$ cat config.mk
export PLATFORM = sky130hd
export DESIGN_NAME = eac_track
export DESIGN_NICKNAME = d
export VERILOG_FILES = /design/src/hw/rtl/eac_pkg.sv /design/src/hw/rtl/eac_track.sv
export SDC_FILE = /design/constraint.sdc
export NUM_CORES = 1
export LEC_CHECK = 0
export BUFFER_PORTS_ARGS = -buffer_cell sky130_fd_sc_hd__buf_2
export CORE_MARGIN = 5
export CORE_UTILIZATION = 45
export DETAILED_ROUTE_END_ITERATION = 7
export GPL_TIMING_DRIVEN = 0
export PLACE_DENSITY_LB_ADDON = 0.3
export SYNTH_ARGS = -nofsm -noshare
export SYNTH_HDL_FRONTEND = slang
export SYNTH_SLANG_ARGS = --single-unit
$ cat constraint.sdc
create_clock -name clk -period 3.6 [get_ports clk]
set_clock_uncertainty 0.05 [all_clocks]
set_input_delay 0 -clock clk [delete_from_list [all_inputs] [get_ports clk]]
set_output_delay 0 -clock clk [all_outputs]
set_load 0.01 [all_outputs]
$ cat src/hw/rtl/eac_pkg.sv
// shared types and constants for the email address syntax checker
package eac_pkg;

	// counter width and saturation value for position and domain count
	localparam int unsigned CntW = 7;
	localparam logic [CntW-1:0] CNT_MAX = 7'd127;

	// configuration register widths, indexes and reset values
	localparam int unsigned CfgW = 7;
	localparam int unsigned CfgIdxW = 1;
	localparam logic [CfgIdxW-1:0] CFG_LOCAL_MAX_INDEX = 1'b0;
	localparam logic [CfgIdxW-1:0] CFG_DOMAIN_MAX_COUNT = 1'b1;
	localparam logic [CfgW-1:0] LOCAL_MAX_INDEX_RST = 7'd64;
	localparam logic [CfgW-1:0] DOMAIN_MAX_COUNT_RST = 7'd63;

	// characters with a role of their own
	localparam logic [7:0] CH_DOT = 8'h2E;
	localparam logic [7:0] CH_AT = 8'h40;
	localparam logic [7:0] CH_DASH = 8'h2D;

	// classification of one character
	typedef struct packed {
		logic is_dot;
		logic is_at;
		logic local_ok;
		logic domain_ok;
	} char_class_t;

	// configuration seen by the tracker
	typedef struct packed {
		logic [CfgW-1:0] local_max_index;
		logic [CfgW-1:0] domain_max_count;
	} cfg_t;

endpackage

$ cat src/hw/rtl/eac_track.sv
// per-address state tracker: rule checks, counters and the verdict
module eac_track (
	input  logic                 clk,
	input  logic                 arst_n,
	input  logic                 step,
	input  logic                 last,
	input  eac_pkg::char_class_t cls,
	input  eac_pkg::cfg_t        cfg,
	output logic                 verdict
);

	logic [eac_pkg::CntW-1:0] position_q;
	logic [eac_pkg::CntW-1:0] domain_count_q;
	logic                     at_seen_q;
	logic                     prev_was_dot_q;
	logic                     failed_q;

	logic                     at_now;
	logic [eac_pkg::CntW:0]   dcount_inc;
	logic                     fail_next;
	logic [eac_pkg::CntW-1:0] dcount_next;
	logic [eac_pkg::CntW-1:0] position_next;

	// rule checks for the current character
	always_comb begin
		at_now     = at_seen_q | cls.is_at;
		dcount_inc = {1'b0, domain_count_q} + {{eac_pkg::CntW{1'b0}}, 1'b1};
		fail_next  = failed_q
			| ((position_q == '0) & (cls.is_at | cls.is_dot))
			| (last & cls.is_dot)
			| (cls.is_dot & prev_was_dot_q)
			| (cls.is_at & (at_seen_q | last))
			| (at_now & (dcount_inc > {1'b0, cfg.domain_max_count}))
			| (~at_now & (position_q > cfg.local_max_index))
			| (at_now ? ~cls.domain_ok : ~cls.local_ok);
		verdict = ~fail_next & at_now;
	end

	// saturating counters
	always_comb begin
		if (!at_now) begin
			dcount_next = domain_count_q;
		end else if (dcount_inc > {1'b0, eac_pkg::CNT_MAX}) begin
			dcount_next = eac_pkg::CNT_MAX;
		end else begin
			dcount_next = dcount_inc[eac_pkg::CntW-1:0];
		end
		if (position_q < eac_pkg::CNT_MAX) begin
			position_next = position_q + {{(eac_pkg::CntW-1){1'b0}}, 1'b1};
		end else begin
			position_next = position_q;
		end
	end

	// state update, cleared after the last character
	always_ff @(posedge clk or negedge arst_n) begin
		if (!arst_n) begin
			position_q     <= '0;
			domain_count_q <= '0;
			at_seen_q      <= 1'b0;
			prev_was_dot_q <= 1'b0;
			failed_q       <= 1'b0;
		end else if (step) begin
			if (last) begin
				position_q     <= '0;
				domain_count_q <= '0;
				at_seen_q      <= 1'b0;
				prev_was_dot_q <= 1'b0;
				failed_q       <= 1'b0;
			end else begin
				position_q     <= position_next;
				domain_count_q <= dcount_next;
				at_seen_q      <= at_now;
				prev_was_dot_q <= cls.is_dot;
				failed_q       <= fail_next;
			end
		end
	end

`ifndef SYNTHESIS
	// state is back at reset values after the last character
	a_clear_after_last: assert property (@(posedge clk) disable iff (!arst_n)
		step && last |=> position_q == '0 && !at_seen_q && !failed_q &&
			domain_count_q == '0)
		else $error("tracker state not cleared after last character");

	// domain count only runs once the at sign is seen
	a_dcount_needs_at: assert property (@(posedge clk) disable iff (!arst_n)
		domain_count_q != '0 |-> at_seen_q)
		else $error("domain count without at sign");

	// an at sign seen means at least one character went by
	a_at_needs_position: assert property (@(posedge clk) disable iff (!arst_n)
		at_seen_q |-> position_q != '0 && domain_count_q != '0)
		else $error("at sign flagged at position zero");
`endif

endmodule

=== Word level (Yosys, flattened, before mapping) ===
Cells that the tools add are included.

* Register bits after elaboration: 17
* Latch bits: 0
* RAM bits: 0
* Memory bits (read-only): 0
* Output and inout port bits: 1
* Memories: 0

* $add $sub $neg: 2
* Multiply operators: 0
* Divide/modulo/power cells: 0
* Order comparisons: 4
* Equality and inequality tests: 0
* Shift operators: 0
* Muxes and demuxes: 9
* Bitwise operators: 21
* Reductions and logical operators: 5

{| class="wikitable"
|+ Operators with widths
! cell !! number
|-
| 7-bit 2-to-1 mux || 5
|-
| 1-bit bitwise OR || 10
|-
| 7-bit by 1-bit adder with 8-bit output (second input constant) || 1
|-
| 8-bit by 7-bit greater-than comparator with 1-bit output || 1
|-
| 8-bit by 7-bit greater-than comparator with 1-bit output (second input constant) || 1
|-
| 7-bit by 1-bit adder with 7-bit output (second input constant) || 1
|-
| 1-bit AND || 7
|-
| 7-bit greater-than comparator || 1
|-
| 7-bit zero test || 1
|-
| 7-bit < comparator (second input constant) || 1
|-
| 1-bit 2-to-1 mux || 4
|-
| 1-bit NOT || 4
|-
| 2-bit AND reduction || 2
|-
| 2-bit nonzero test || 2
|}

=== Longest topological paths before layout ===
* Depth after elaboration: 11
* Gate-level depth with buffers: 10
* Gate-level depth less buffers: 9

=== Worst setup path before layout ===
No wires, ideal clock.

* Kind: flip-flop to output port
* From: register domain_count_q[2] (netlist bit)
* To: output port verdict
* Arrival time: 2.146 ns
* Required time: 3.550 ns
* Path slack: 1.404 ns
* Cell stages (with the launch flop): 10
* Path through: dfrtp_1 > and3_1 > buf_2 > and3_1 > xor2_1 > ha_1 > a21o_1 > a21oi_1 > o21ai_0 > nor4_1

* Cells in the longest elaborated chain, start to end: 8

{| class="wikitable"
|+ Ends and longest elaborated chain
! element !! RTL line !! RTL
|-
| from (decl) || eac_track.sv:13 || <nowiki>logic [eac_pkg::CntW-1:0] domain_count_q;</nowiki>
|-
| from (signal assigned) || eac_track.sv:72 || <nowiki>domain_count_q <= dcount_next;</nowiki>
|-
| 7-bit by 1-bit adder with 8-bit output || eac_track.sv:27 || <nowiki>dcount_inc = {1'b0, domain_count_q} + {{eac_pkg::CntW{1'b0}}, 1'b1};</nowiki>
|-
| 8-bit by 7-bit greater-than comparator with 1-bit output || eac_track.sv:33 || <nowiki>| (at_now & (dcount_inc > {1'b0, cfg.domain_max_count}))</nowiki>
|-
| 1-bit AND || eac_track.sv:33 ||
|-
| 1-bit bitwise OR || eac_track.sv:33 ||
|-
| 1-bit bitwise OR || eac_track.sv:34 || <nowiki>| (~at_now & (position_q > cfg.local_max_index))</nowiki>
|-
| 1-bit bitwise OR || eac_track.sv:35 || <nowiki>| (at_now ? ~cls.domain_ok : ~cls.local_ok);</nowiki>
|-
| 1-bit NOT || eac_track.sv:36 || <nowiki>verdict = ~fail_next & at_now;</nowiki>
|-
| 1-bit AND || eac_track.sv:36 ||
|-
| to (decl) || eac_track.sv:9 || <nowiki>output logic verdict</nowiki>
|}

No other way between the ends.

=== Worst setup path in the final report ===
Same ends and word-level chain as after synthesis.

==> qor.txt <==
================================================================================
Outcome                                                             complete, no violations
Total die area                                                        4353 sq um
Die height                                                          65.98 microns
Startpoint of the lowest-slack hold path                                    last
Top area cells in the synthesized netlist                           dfrtp_1 (30%), ha_1 (15%), a21oi_1 (6.4%)
Post-synth net total                                                         205
CTS clock-pin slew for the worst setup and hold paths                     100 ps
Post-route clock period utilization                                       75.12%
Clock tree from TritonCTS                                                    yes
Power density over cell area                                        317.9 nW/um^2
Maximum number of pins on one net before global-route repair                  18
Cell type contributing the most total cell area after synthesis          dfrtp_1
Initial core utilization                                                  46.57%
Share of layout cells above drive strength 1                              17.95%
Final Core Density                                                        53.88%
Half-perimeter wire length after detailed placement                 2540 microns
Routed wire length                                                  3231 microns
Final Critical Period                                                    2704 ps
Number of endpoints with negative hold slack in the final report               0
Final cell count without fillers                                             239
Setup slack on the worst flop-to-flop path                               1240 ps
Final setup viols                                                              0
Fraction of the yosys area taken by sequential cells                      30.17%
Critical path data arrival time                                          2650 ps
Total power of the final layout                                         518.7 uW
Average wire per cell in the routed design                          13.52 microns
Reported leakage power                                              0.0008286 uW
Count of antenna-violating nets left after detailed routing                    0
Worst R2R End                                                           failed_q
Root buffer cell                                                        clkbuf_4
Peak ir drop on the vdd network                                         125.0 uV
Share of flip-flops with an asynchronous set or reset                     100.0%
Synthesized netlist cell count                                               166
Core Region                                                           3028 sq um
Worst slew pin tran                                                     437.2 ps
Crit-path max FO                                                               6
CTS H-tree depth                                                               1
Top Ports                                                                     23
Post-Synthesis Mean Instance Area                                    8.495 sq um
Depth of the most critical reg-to-reg path                                    10
Site row count                                                                20
End point of the critical path                                           verdict
First-pass GRT wire length                                          5375 microns
Post-synth EDFFs                                                               0
Total routing resource utilization after global routing                   15.73%
Setup crit start                                                    domain_count_q[2]
Yosys warnings                                                                 0
Endpoint type of the worst setup path                                output port
Clock Tree Buf Depth                                                           2
Post-Route Hold Slack                                                   8.851 ps
RSZ-0062 raised after global routing                                          no
Count of unique library cells instantiated by Yosys                           43
Number of remaining DRC errors                                                 0
Vias/cell                                                                  5.318
Final setup TNS                                                             0 ps
Synthesized cell area                                                 1410 sq um
Relative max-transition margin                                            70.85%
Final nets                                                                   235
Primary FF master, synth                                                 dfrtp_1
Flop and latch count out of synthesis                                         17
Worst Setup Path Type                                               flop to output port
Total count of max-transition violations in the final report                   0
Die X                                                               65.98 microns
Worst skew pair latency                                                   300 ps
Sort of element at the start of the critical path                           flop
TritonCTS Buffers                                                              3
Number of buffers added on ports                                              22
Min-delay worst type                                                input pin to flop
Number of iterations in the first detailed-routing pass                        4
Vias in the first global route                                              1225
Number of diodes added for antenna fixing                                      0
Routability-driven placement congestion ratio                             0.8150
WP data required                                                         3550 ps
Dpl cells                                                                    232
CTS sink count                                                                17
Relative area change from synthesis to final layout                       15.71%
Maxcap violations                                                              0
Total overflow reported by the global router                                   0
Reg2Reg Launch Point                                                domain_count_q[2]
Most frequent cells after synthesis                                 inv_1 (19), a21oi_1 (18), dfrtp_1 (17), ha_1 (17), nand2_1 (11)
Drt initial violations                                                        65
Number of antenna violations at the first check in global routing              0
Via count                                                                   1271
Most common cell in the netlist                                            inv_1
Yosys top cell area share                                                 30.17%
F_max                                                                  369.8 MHz
================================================================================
## power by group
part	switching [uW]	internal, uW
Clock	62.4	43.2
Combinational	83.7	79.5
Sequential	37.0	213
## stage by stage
| stage | instance area (sq um) | setup WS [ps] |
|---|---|---|
| after global placement | 1575 | 1258 |
| after global routing | 1632 | 750.4 |
| final | 1632 | 895.8 |
| after detailed placement | 1575 | 1255 |
| after floorplan | 1410 | 1404 |
| after CTS | 1632 | 892.2 |
## cell type report
type                            count  area (sq um)
Inverter                           19         71.32
Multi-Input combinational cell    124         888.4
Tap cell                           44         55.05
Fill cell                         273          1396
Clock buffer                        4         26.28
Buffer                              6         25.02
Timing Repair Buffer               25         140.1
Sequential cell                    17         425.4
## worst max-delay path: stages (launching register included)
cell     delay, ps
dfrtp_1        470
and3_1         190
buf_2          150
and3_1         200
xor2_1         140
ha_1           290
a21o_1         170
a21oi_1        140
o21ai_0        140
nor4_1         280
buf_2          180
## layer usage
| layer | track usage [%] | vias up | wire length [microns] |
|---|---|---|---|
| li1 | - | 657 | - |
| met4 | 5.330 | 0 | 36 |
| met3 | 2.891 | 4 | 164 |
| met5 | 0 | - | 0 |
| met2 | 26.16 | 28 | 1600 |
| met1 | 20.40 | 582 | 1430 |
## what timing repair did
| item | CTS | global route |
|---|---|---|
| endpoints found under the hold margin | 19 | 0 |
| resized for setup | 0 | 0 |
| buffers inserted | 0 | 0 |
| hold buffers | 3 | 0 |
## flip-flops by register name, indices dropped and copies added, names as in the netlist
register	cells
domain_count_q	7
position_q	7
at_seen_q	1
failed_q	1
prev_was_dot_q	1
## how the worst min path moves through the flow
stage	to	slack [ps]	cells past startpoint
final	domain_count_q[2]	9	3
after global routing	position_q[1]	20	3
after CTS	domain_count_q[2]	0.3	3
after detailed placement	failed_q	-110	1
after global placement	failed_q	-110	1
after floorplan	at_seen_q	-350	0
## logic make-up (layout without fill, tap and decap cells)
kind of cell | Yosys count | in the layout | synth area share, %
and+or+nand+nor | 52 | 52 | 20.14
AOI/OAI and AO/OA | 46 | 46 | 21.38
buffers and inverters | 25 | 54 | 6.832
adders and majority gates | 17 | 17 | 15.08
DFF | 17 | 17 | 30.17
xor gates and xnor gates | 5 | 5 | 3.106
muxes | 4 | 4 | 3.283
## cell usage in the layout (no fill, tap or decap), types with 3 or more instances in the layout
cell           Yosys  routed
buf_2              2      24
inv_1             19      19
a21oi_1           18      18
ha_1              17      17
dfrtp_1           17      17
nand2_1           11      11
nor2_1            10      10
nand3_1            8       8
o21ai_0            7       7
clkbuf_1           4       5
and3_1             3       3
xor2_1             3       3
nand2b_1           3       3
a22oi_1            3       3
o22ai_1            3       3
clkbuf_4           0       3
dlygate4sd3_1      0       3
Note: power is estimated with default switching activity, not from simulation.
